`config.mk`:
```
export PLATFORM = sky130hd
export DESIGN_NAME = rpn_stack_calculator_top
export DESIGN_NICKNAME = d
export VERILOG_FILES = /design/src/sv/rpn_pkg.sv /design/src/sv/rpn_alu.sv /design/src/sv/rpn_stack_calculator_top.sv
export VERILOG_INCLUDE_DIRS = /design/src /design/src/sv
export SDC_FILE = /design/constraint.sdc
export NUM_CORES = 2
export LEC_CHECK = 0
export BUFFER_PORTS_ARGS = -buffer_cell sky130_fd_sc_hd__buf_2
export CAP_MARGIN = 5
export CORE_AREA = 2 2 703 705
export DETAILED_ROUTE_END_ITERATION = 8
export DIE_AREA = 0 0 705 707
export RECOVER_POWER = 100
export SLEW_MARGIN = 20
export SYNTH_ARGS = -nofsm -noshare
export SYNTH_HDL_FRONTEND = slang
export SYNTH_SLANG_ARGS = --single-unit
```
`constraint.sdc`:
```
create_clock -name clk -period 9.1 [get_ports clk]
set_clock_uncertainty 0.1 [all_clocks]
set_input_delay 2.275 -clock clk [delete_from_list [all_inputs] [get_ports clk]]
set_output_delay 2.275 -clock clk [all_outputs]
set_load 0.02 [all_outputs]
```
`src/sv/rpn_stack_calculator_top_assert.svh`:
```
// ----------------------------------------------------------------------------
// RPN calculator assertion macros
// Clocked assertion shorthands, disabled while reset is held.
// ----------------------------------------------------------------------------
`ifndef RPN_STACK_CALCULATOR_TOP_ASSERT_SVH
`define RPN_STACK_CALCULATOR_TOP_ASSERT_SVH

// condition must hold at every edge
`define RPN_ASSERT_ALWAYS(label, cond, msg) \
  label: assert property (@(posedge clk) disable iff (!rst_n) (cond)) else $error(msg);

// same-cycle implication
`define RPN_ASSERT_IMP(label, ante, cons, msg) \
  label: assert property (@(posedge clk) disable iff (!rst_n) (ante) |-> (cons)) \
    else $error(msg);

// next-cycle implication
`define RPN_ASSERT_NEXT(label, ante, cons, msg) \
  label: assert property (@(posedge clk) disable iff (!rst_n) (ante) |=> (cons)) \
    else $error(msg);

`endif

```
`src/sv/rpn_pkg.sv`:
```
// ----------------------------------------------------------------------------
// RPN calculator package
// Item types, status codes, character codes and arithmetic unit interface.
// ----------------------------------------------------------------------------
`default_nettype none

package rpn_pkg;

  localparam int STACK_DEPTH_DEF = 128;

  localparam logic [7:0] CH_ZERO  = 8'd48;
  localparam logic [7:0] CH_NINE  = 8'd57;
  localparam logic [7:0] CH_PLUS  = 8'd43;
  localparam logic [7:0] CH_MINUS = 8'd45;
  localparam logic [7:0] CH_STAR  = 8'd42;
  localparam logic [7:0] CH_SLASH = 8'd47;

  typedef enum logic [2:0] {
    ST_OK     = 3'd0,
    ST_REJECT = 3'd1,
    ST_OVER   = 3'd2,
    ST_UNDER  = 3'd3,
    ST_DIVZ   = 3'd4,
    ST_HALT   = 3'd5
  } status_t;

  typedef enum logic [1:0] {
    ALU_ADD,
    ALU_SUB,
    ALU_MUL,
    ALU_DIV
  } alu_op_t;

  typedef struct packed {
    logic       command;
    logic [7:0] character;
  } in_item_t;

  typedef struct packed {
    status_t            status;
    logic signed [31:0] top_value;
    logic [7:0]         depth;
  } out_item_t;

  // result = b op a
  typedef struct packed {
    logic        start;
    alu_op_t     op;
    logic [31:0] a;
    logic [31:0] b;
  } alu_req_t;

  typedef struct packed {
    logic busy;
    logic done;
  } alu_stat_t;

endpackage

`default_nettype wire

```
`src/sv/rpn_alu.sv`:
```
// ----------------------------------------------------------------------------
// RPN arithmetic unit
// One shared 33-bit adder, stepped for add, subtract, shift-add multiply
// and restoring signed divide (32 steps plus sign fix).
// ----------------------------------------------------------------------------
`default_nettype none

module rpn_alu (
  input  wire                      clk,
  input  wire                      rst_n,
  input  wire rpn_pkg::alu_req_t   req,
  output rpn_pkg::alu_stat_t       stat,
  output logic [31:0]              result
);
  import rpn_pkg::*;

  typedef enum logic [1:0] {A_IDLE, A_RUN, A_FIX} alu_state_t;

  alu_state_t  state_r;
  alu_op_t     op_r;
  logic [32:0] acc_r;
  logic [31:0] q_r;
  logic [31:0] d_r;
  logic [4:0]  cnt_r;
  logic        neg_r;
  logic        done_r;

  logic [32:0] rem_sh;
  logic [32:0] add_x;
  logic [32:0] add_y;
  logic        add_cin;
  logic [33:0] sum;
  logic [31:0] a_mag;
  logic [31:0] b_mag;

  assign rem_sh = {acc_r[31:0], q_r[31]};
  assign a_mag  = req.a[31] ? (~req.a + 32'd1) : req.a;
  assign b_mag  = req.b[31] ? (~req.b + 32'd1) : req.b;

  always_comb begin
    add_x   = '0;
    add_y   = '0;
    add_cin = 1'b0;
    case (state_r)
      A_RUN: begin
        case (op_r)
          ALU_ADD: begin
            add_x = {1'b0, acc_r[31:0]};
            add_y = {1'b0, d_r};
          end
          ALU_SUB: begin
            add_x   = {1'b0, acc_r[31:0]};
            add_y   = ~{1'b0, d_r};
            add_cin = 1'b1;
          end
          ALU_MUL: begin
            add_x = acc_r;
            add_y = q_r[0] ? {1'b0, d_r} : 33'd0;
          end
          ALU_DIV: begin
            add_x   = rem_sh;
            add_y   = ~{1'b0, d_r};
            add_cin = 1'b1;
          end
          default: ;
        endcase
      end
      A_FIX: begin
        if (neg_r) begin
          add_y   = {1'b0, ~q_r};
          add_cin = 1'b1;
        end else begin
          add_x = {1'b0, q_r};
        end
      end
      default: ;
    endcase
  end

  assign sum = {1'b0, add_x} + {1'b0, add_y} + {33'd0, add_cin};

  always_ff @(posedge clk) begin
    if (!rst_n) begin
      state_r <= A_IDLE;
      done_r  <= 1'b0;
    end else begin
      done_r <= 1'b0;
      case (state_r)
        A_IDLE: begin
          if (req.start) begin
            op_r    <= req.op;
            cnt_r   <= '0;
            state_r <= A_RUN;
            case (req.op)
              ALU_MUL: begin
                acc_r <= '0;
                d_r   <= req.b;
                q_r   <= req.a;
              end
              ALU_DIV: begin
                acc_r <= '0;
                q_r   <= b_mag;
                d_r   <= a_mag;
                neg_r <= req.a[31] ^ req.b[31];
              end
              default: begin
                acc_r <= {1'b0, req.b};
                d_r   <= req.a;
              end
            endcase
          end
        end
        A_RUN: begin
          case (op_r)
            ALU_MUL: begin
              acc_r <= sum[32:0];
              d_r   <= {d_r[30:0], 1'b0};
              q_r   <= {1'b0, q_r[31:1]};
              cnt_r <= cnt_r + 5'd1;
              if (cnt_r == 5'd31) begin
                done_r  <= 1'b1;
                state_r <= A_IDLE;
              end
            end
            ALU_DIV: begin
              acc_r <= sum[33] ? sum[32:0] : rem_sh;
              q_r   <= {q_r[30:0], sum[33]};
              cnt_r <= cnt_r + 5'd1;
              if (cnt_r == 5'd31) begin
                state_r <= A_FIX;
              end
            end
            default: begin
              acc_r   <= sum[32:0];
              done_r  <= 1'b1;
              state_r <= A_IDLE;
            end
          endcase
        end
        A_FIX: begin
          acc_r   <= sum[32:0];
          done_r  <= 1'b1;
          state_r <= A_IDLE;
        end
        default: state_r <= A_IDLE;
      endcase
    end
  end

  assign stat.busy = (state_r != A_IDLE);
  assign stat.done = done_r;
  assign result    = acc_r[31:0];

endmodule

`default_nettype wire

```
`src/sv/rpn_stack_calculator_top.sv`:
```
// RPN stack calculator. Each input item is a clear command or one ASCII
// character; each produces exactly one result item with a status code, the
// value on top of the stack and the stack depth. Clear, digit, halted,
// rejected, underflowing and divide-by-zero items go straight to the output
// state; other +, -, * and / items pass through the execute and wait states
// and the shared arithmetic unit, where * and / take the 32 steps of its
// shift-add / restoring-divide datapath (plus one sign-fix step for /). The
// input is not ready while an item is in progress and is ready again the
// cycle after its result is loaded. A finished result waits in the output
// register; the next item may be accepted meanwhile, but its result waits
// until that register is free.
// ----------------------------------------------------------------------------
// RPN stack calculator top level
// Sequencer, stack memory with cached top entry, and output register.
// ----------------------------------------------------------------------------
`default_nettype none

`include "rpn_stack_calculator_top_assert.svh"

module rpn_stack_calculator_top #(
  parameter int STACK_DEPTH = rpn_pkg::STACK_DEPTH_DEF
) (
  input  wire                      clk,
  input  wire                      rst_n,
  input  wire                      in_valid,
  output logic                     in_ready,
  input  wire rpn_pkg::in_item_t   in_item,
  output logic                     out_valid,
  input  wire                      out_ready,
  output rpn_pkg::out_item_t       out_item
);
  import rpn_pkg::*;

  localparam int AW  = $clog2(STACK_DEPTH);
  localparam int SPW = $clog2(STACK_DEPTH + 1);

  typedef enum logic [1:0] {S_IDLE, S_EXEC, S_WAIT, S_OUT} seq_state_t;

  seq_state_t      state_r;
  logic [SPW-1:0]  sp_r;
  logic [31:0]     top_r;
  logic            ovf_r;
  logic            und_r;
  logic            dze_r;
  status_t         status_r;
  alu_op_t         op_r;
  logic            out_valid_r;
  out_item_t       out_item_r;
  logic [31:0]     rd_r;

  logic [31:0]     mem [STACK_DEPTH];

  logic            in_acc;
  logic            is_digit;
  logic            is_op;
  logic            any_flag;
  logic            full;
  logic            push_ok;
  logic            out_load;
  logic [31:0]     digit_val;
  logic [SPW-1:0]  below;
  logic [AW-1:0]   below_idx;
  logic            mem_we;
  logic [AW-1:0]   mem_wa;
  logic [31:0]     mem_wd;
  alu_op_t         dec_op;
  alu_req_t        alu_req;
  alu_stat_t       alu_stat;
  logic [31:0]     alu_res;

  assign in_ready  = (state_r == S_IDLE);
  assign in_acc    = in_valid && in_ready;
  assign is_digit  = in_item.character inside {[CH_ZERO:CH_NINE]};
  assign is_op     = in_item.character inside {CH_PLUS, CH_MINUS, CH_STAR, CH_SLASH};
  assign any_flag  = ovf_r | und_r | dze_r;
  assign full      = (sp_r == SPW'(STACK_DEPTH));
  assign digit_val = {28'd0, 4'(in_item.character - CH_ZERO)};
  assign below     = sp_r - SPW'(2);
  assign below_idx = below[AW-1:0];
  assign push_ok   = in_acc && !in_item.command && !any_flag && is_digit && !full;
  assign out_load  = (state_r == S_OUT) && (!out_valid_r || out_ready);

  always_comb begin
    case (in_item.character)
      CH_PLUS:  dec_op = ALU_ADD;
      CH_MINUS: dec_op = ALU_SUB;
      CH_STAR:  dec_op = ALU_MUL;
      default:  dec_op = ALU_DIV;
    endcase
  end

  assign mem_we = push_ok || ((state_r == S_WAIT) && alu_stat.done);
  assign mem_wa = push_ok ? sp_r[AW-1:0] : below_idx;
  assign mem_wd = push_ok ? digit_val : alu_res;

  always_ff @(posedge clk) begin
    if (mem_we) begin
      mem[mem_wa] <= mem_wd;
    end
    rd_r <= mem[below_idx];
  end

  assign alu_req.start = (state_r == S_EXEC);
  assign alu_req.op    = op_r;
  assign alu_req.a     = top_r;
  assign alu_req.b     = rd_r;

  rpn_alu u_alu (
    .clk    (clk),
    .rst_n  (rst_n),
    .req    (alu_req),
    .stat   (alu_stat),
    .result (alu_res)
  );

  always_ff @(posedge clk) begin
    if (!rst_n) begin
      state_r     <= S_IDLE;
      sp_r        <= '0;
      ovf_r       <= 1'b0;
      und_r       <= 1'b0;
      dze_r       <= 1'b0;
      out_valid_r <= 1'b0;
    end else begin
      if (out_load) begin
        out_valid_r <= 1'b1;
      end else if (out_ready) begin
        out_valid_r <= 1'b0;
      end
      case (state_r)
        S_IDLE: begin
          if (in_acc) begin
            state_r <= S_OUT;
            if (in_item.command) begin
              sp_r     <= '0;
              ovf_r    <= 1'b0;
              und_r    <= 1'b0;
              dze_r    <= 1'b0;
              status_r <= ST_OK;
            end else if (any_flag) begin
              status_r <= ST_HALT;
            end else if (is_digit) begin
              if (full) begin
                ovf_r    <= 1'b1;
                status_r <= ST_OVER;
              end else begin
                top_r    <= digit_val;
                sp_r     <= sp_r + SPW'(1);
                status_r <= ST_OK;
              end
            end else if (is_op) begin
              if (sp_r < SPW'(2)) begin
                und_r    <= 1'b1;
                status_r <= ST_UNDER;
              end else if ((dec_op == ALU_DIV) && (top_r == 32'd0)) begin
                dze_r    <= 1'b1;
                status_r <= ST_DIVZ;
              end else begin
                op_r    <= dec_op;
                state_r <= S_EXEC;
              end
            end else begin
              status_r <= ST_REJECT;
            end
          end
        end
        S_EXEC: state_r <= S_WAIT;
        S_WAIT: begin
          if (alu_stat.done) begin
            top_r    <= alu_res;
            sp_r     <= sp_r - SPW'(1);
            status_r <= ST_OK;
            state_r  <= S_OUT;
          end
        end
        S_OUT: begin
          if (out_load) begin
            out_item_r.status    <= status_r;
            out_item_r.top_value <= (sp_r != '0) ? top_r : 32'd0;
            out_item_r.depth     <= 8'(sp_r);
            state_r              <= S_IDLE;
          end
        end
        default: state_r <= S_IDLE;
      endcase
    end
  end

  assign out_valid = out_valid_r;
  assign out_item  = out_item_r;

  `RPN_ASSERT_ALWAYS(a_sp_range, sp_r <= SPW'(STACK_DEPTH), "stack pointer beyond depth")
  `RPN_ASSERT_IMP(a_ready_alu_idle, in_ready, !alu_stat.busy, "input ready while unit busy")
  `RPN_ASSERT_IMP(a_done_in_wait, alu_stat.done, state_r == S_WAIT, "unit done outside wait")
  `RPN_ASSERT_NEXT(a_halt_stable, in_acc && !in_item.command && any_flag, $stable(sp_r),
                   "halted item changed the stack")
  `RPN_ASSERT_IMP(a_op_depth, state_r == S_EXEC, sp_r >= SPW'(2), "operator with short stack")

endmodule

`default_nettype wire
```
==> results.sh <==
export IMPL_status="complete, but fails checks"
export IMPL_violations="max-capacitance violations, max-slew violations"
export IMPL_clock_path_buffers=4
export IMPL_synth_warnings=0
export IMPL_drc=0
export IMPL_cts_resized=0
export IMPL_portBuffers=57
export IMPL_insertion_delay_ns=1.00
export IMPL_cp_arrival_ns=8.28
export IMPL_cp_start_kind="flip-flop"
export IMPL_yosysMostFrequentCell="edfxtp_1"
export IMPL_max_slew_margin_rel_pct=-198.5
export IMPL_hold_viol_final=0
export IMPL_nets=8058
export IMPL_peakVddDrop_mv=0.3700
export IMPL_ys_types=83
export IMPL_first_pass_iters=8
export IMPL_cts_tree="yes"
export IMPL_synth_edff_count=4281
export IMPL_cap_violations=93
export IMPL_layoutNonFillerInstCount=14860
export IMPL_grt_max_degree=142
export IMPL_cts_hold_fix_buffers=0
export IMPL_ioPinCount=58
export IMPL_grt_overflow_total=0
export IMPL_max_freq_mhz=126.9
export IMPL_wl_microns=464800
export IMPL_fin_crit_sh_pct=86.57
export IMPL_syn_num_nets=7775
export IMPL_dp_cells=14060
export IMPL_ys_top_cells_by_count="4,281 x edfxtp_1, 1,344 x mux4_2, 325 x clkbuf_1, 315 x nand2_1, 188 x nor2_1"
export IMPL_rsz0062_at_grt="no"
export IMPL_critical_path_class="flip-flop to flip-flop"
export IMPL_hold_ws_ns=0.3249
export IMPL_cts_sinks=4330
export IMPL_preCtsSetupSlack_ns=2.016
export IMPL_end_kind="flip-flop"
export IMPL_ys_flop_type="edfxtp_1"
export IMPL_cts_buffers=422
export IMPL_design_die_area_sq_mm=0.4984
export IMPL_syn_inst=7710
export IMPL_hp_class="flip-flop to flip-flop"
export IMPL_fin_crit_ns=7.878
export IMPL_first_iter_violations=12380
export IMPL_grt_pass1_wl_microns=650000
export IMPL_cp_max_fo=32
export IMPL_power_density_mw_per_mm2=312.4
export IMPL_finalSetupTns_ns=0
export IMPL_clkTransAtPathRegs_ns=0.06
export IMPL_area_delta_synth_final_pct=13.42
export IMPL_p_leak_uw=0.05786
export IMPL_start_util_pct=34.84
export IMPL_htreeDepth=5
export IMPL_num_rows=258
export IMPL_ys_top_cells_by_area="edfxtp_1 75%, mux4_2 18%, clkbuf_1 0.71%"
export IMPL_dp_hpwl_microns=285900
export IMPL_yosysSeqAreaShare_pct=75.63
export IMPL_setup_ws_ns=1.222
export IMPL_place_gp_congestion=0.9269
export IMPL_post_cts_buffers=0
export IMPL_hold_depth=0
export IMPL_async_flop_share_pct=0
export IMPL_die_x_microns=705
export IMPL_cts_root_buf="clkbuf_16"
export IMPL_core_sq_mm=0.4916
export IMPL_grt_pass1_vias=82040
export IMPL_yosysTopAreaCell="edfxtp_1"
export IMPL_r2r_cells=11
export IMPL_antenna_found_initial=44
export IMPL_tightest_slew_ns=4.477
export IMPL_synth_top_area_share_pct=75.06
export IMPL_final_antenna_net_count=0
export IMPL_syn_cell_area_sq_mm=0.1713
export IMPL_required_ns=9.51
export IMPL_avgSynthCellArea_sq_um=22.22
export IMPL_drv_slew=3387
export IMPL_vias_per_cell=5.618
export IMPL_drive_gt1_share_pct=27.45
export IMPL_die_h_microns=707
export IMPL_grt_usage_pct=18.21
export IMPL_wl_per_cell_microns=31.29
export IMPL_ys_ff_latch=4330
export IMPL_num_vias=83450
export IMPL_setup_viol=0
==> sequential cells by signal, indices dropped and copies added, names as in the netlist, 5 cells and up <==
signal / count
mem: 4096
out_item: 43
rd_r: 32
sp_r: 8
top_r: 32
u_alu.acc_r: 33
u_alu.cnt_r: 5
u_alu.d_r: 32
u_alu.q_r: 32
==> worst paths after layout <==
| kind | from | endpoint | slack [ns] |
|---|---|---|---|
| min | status_r[1] | out_item[41] | 0.32 |
| min reg2reg | status_r[1] | out_item[41] | 0.32 |
| max | sp_r[4] | mem[2][22] | 1.22 |
| max reg2reg | sp_r[4] | mem[2][22] | 1.22 |
==> through the flow <==
stage          total power (uW)  area [sq um]  utilization, %
2_1_floorplan             35250        171300               -
3_3_place_gp              43480        180900           36.80
3_5_place_dp              43710        181400           36.90
4_1_cts                   60820        194900           39.64
5_1_grt                   62250        194200           39.50
6_report                  60690        194300           39.51
==> final cells by class <==
cell class                 count  area (sq um)
sequential                  4330        129500
multi-input combinational   2894         40550
clock buffer                 528         11040
antenna                       24         60.06
inverter                      33         123.9
timing repair buffer         312          2401
fill                       42960        297400
tap                         6500          8133
clock inverter               234          2424
==> kinds of logic (layout without fill, tap and decap cells) <==
group	after synthesis	after routing	synth area share, %
DFF	4330	4330	75.63
muxes	1434	1434	18.24
and+or+nand+nor	821	821	2.254
AOI/OAI and AO/OA	520	520	2.043
buffers and inverters	486	1107	1.105
xor gates and xnor gates	67	67	0.3426
adders and majority gates	52	52	0.3886
other	0	24	0
==> cells in the final DEF, fill, tap and decap left out, types with 48 or more instances in the layout <==
| cell | Yosys | layout |
|---|---|---|
| a21oi_1 | 94 | 92 |
| a22oi_1 | 67 | 67 |
| buf_4 | 1 | 113 |
| clkbuf_1 | 325 | 231 |
| clkbuf_16 | 0 | 425 |
| clkinv_1 | 1 | 98 |
| clkinv_2 | 0 | 56 |
| dfxtp_1 | 49 | 48 |
| edfxtp_1 | 4281 | 4281 |
| ha_1 | 50 | 49 |
| mux2_2 | 54 | 53 |
| mux4_2 | 1344 | 1344 |
| nand2_1 | 315 | 309 |
| nor2_1 | 188 | 113 |
| nor2_4 | 0 | 63 |
| nor2b_1 | 72 | 71 |
| o21ai_0 | 120 | 128 |
==> layer usage <==
metal / part of all wire, % / vias to the layer above / wire (microns) / GRT usage, %
met5: 0.011 / - / 53 / 0
met4: 3.1 / 8 / 14270 / 5.056
met3: 9.2 / 651 / 42760 / 3.357
met2: 47 / 4191 / 218100 / 28.83
met1: 41 / 45260 / 189600 / 25.90
li1: - / 33340 / - / -
==> where the power goes <==
part | internal (uW) | total [uW] | switching, uW
Combinational | 6770 | 18900 | 12100
Sequential | 23900 | 24500 | 628
Clock | 9740 | 17300 | 7520
==> worst max-delay path: stages (launching register included) <==
cell	delay (ns)
dfxtp_1	0.30
clkbuf_1	1.17
or4_1	0.40
o31ai_1	0.16
nor3_1	0.93
clkbuf_1	0.78
nor2_1	0.16
a21oi_1	0.27
o22a_1	0.49
clkbuf_1	0.71
or2_0	1.12
nor2_2	0.72
Power figures use the tool's default switching activity.
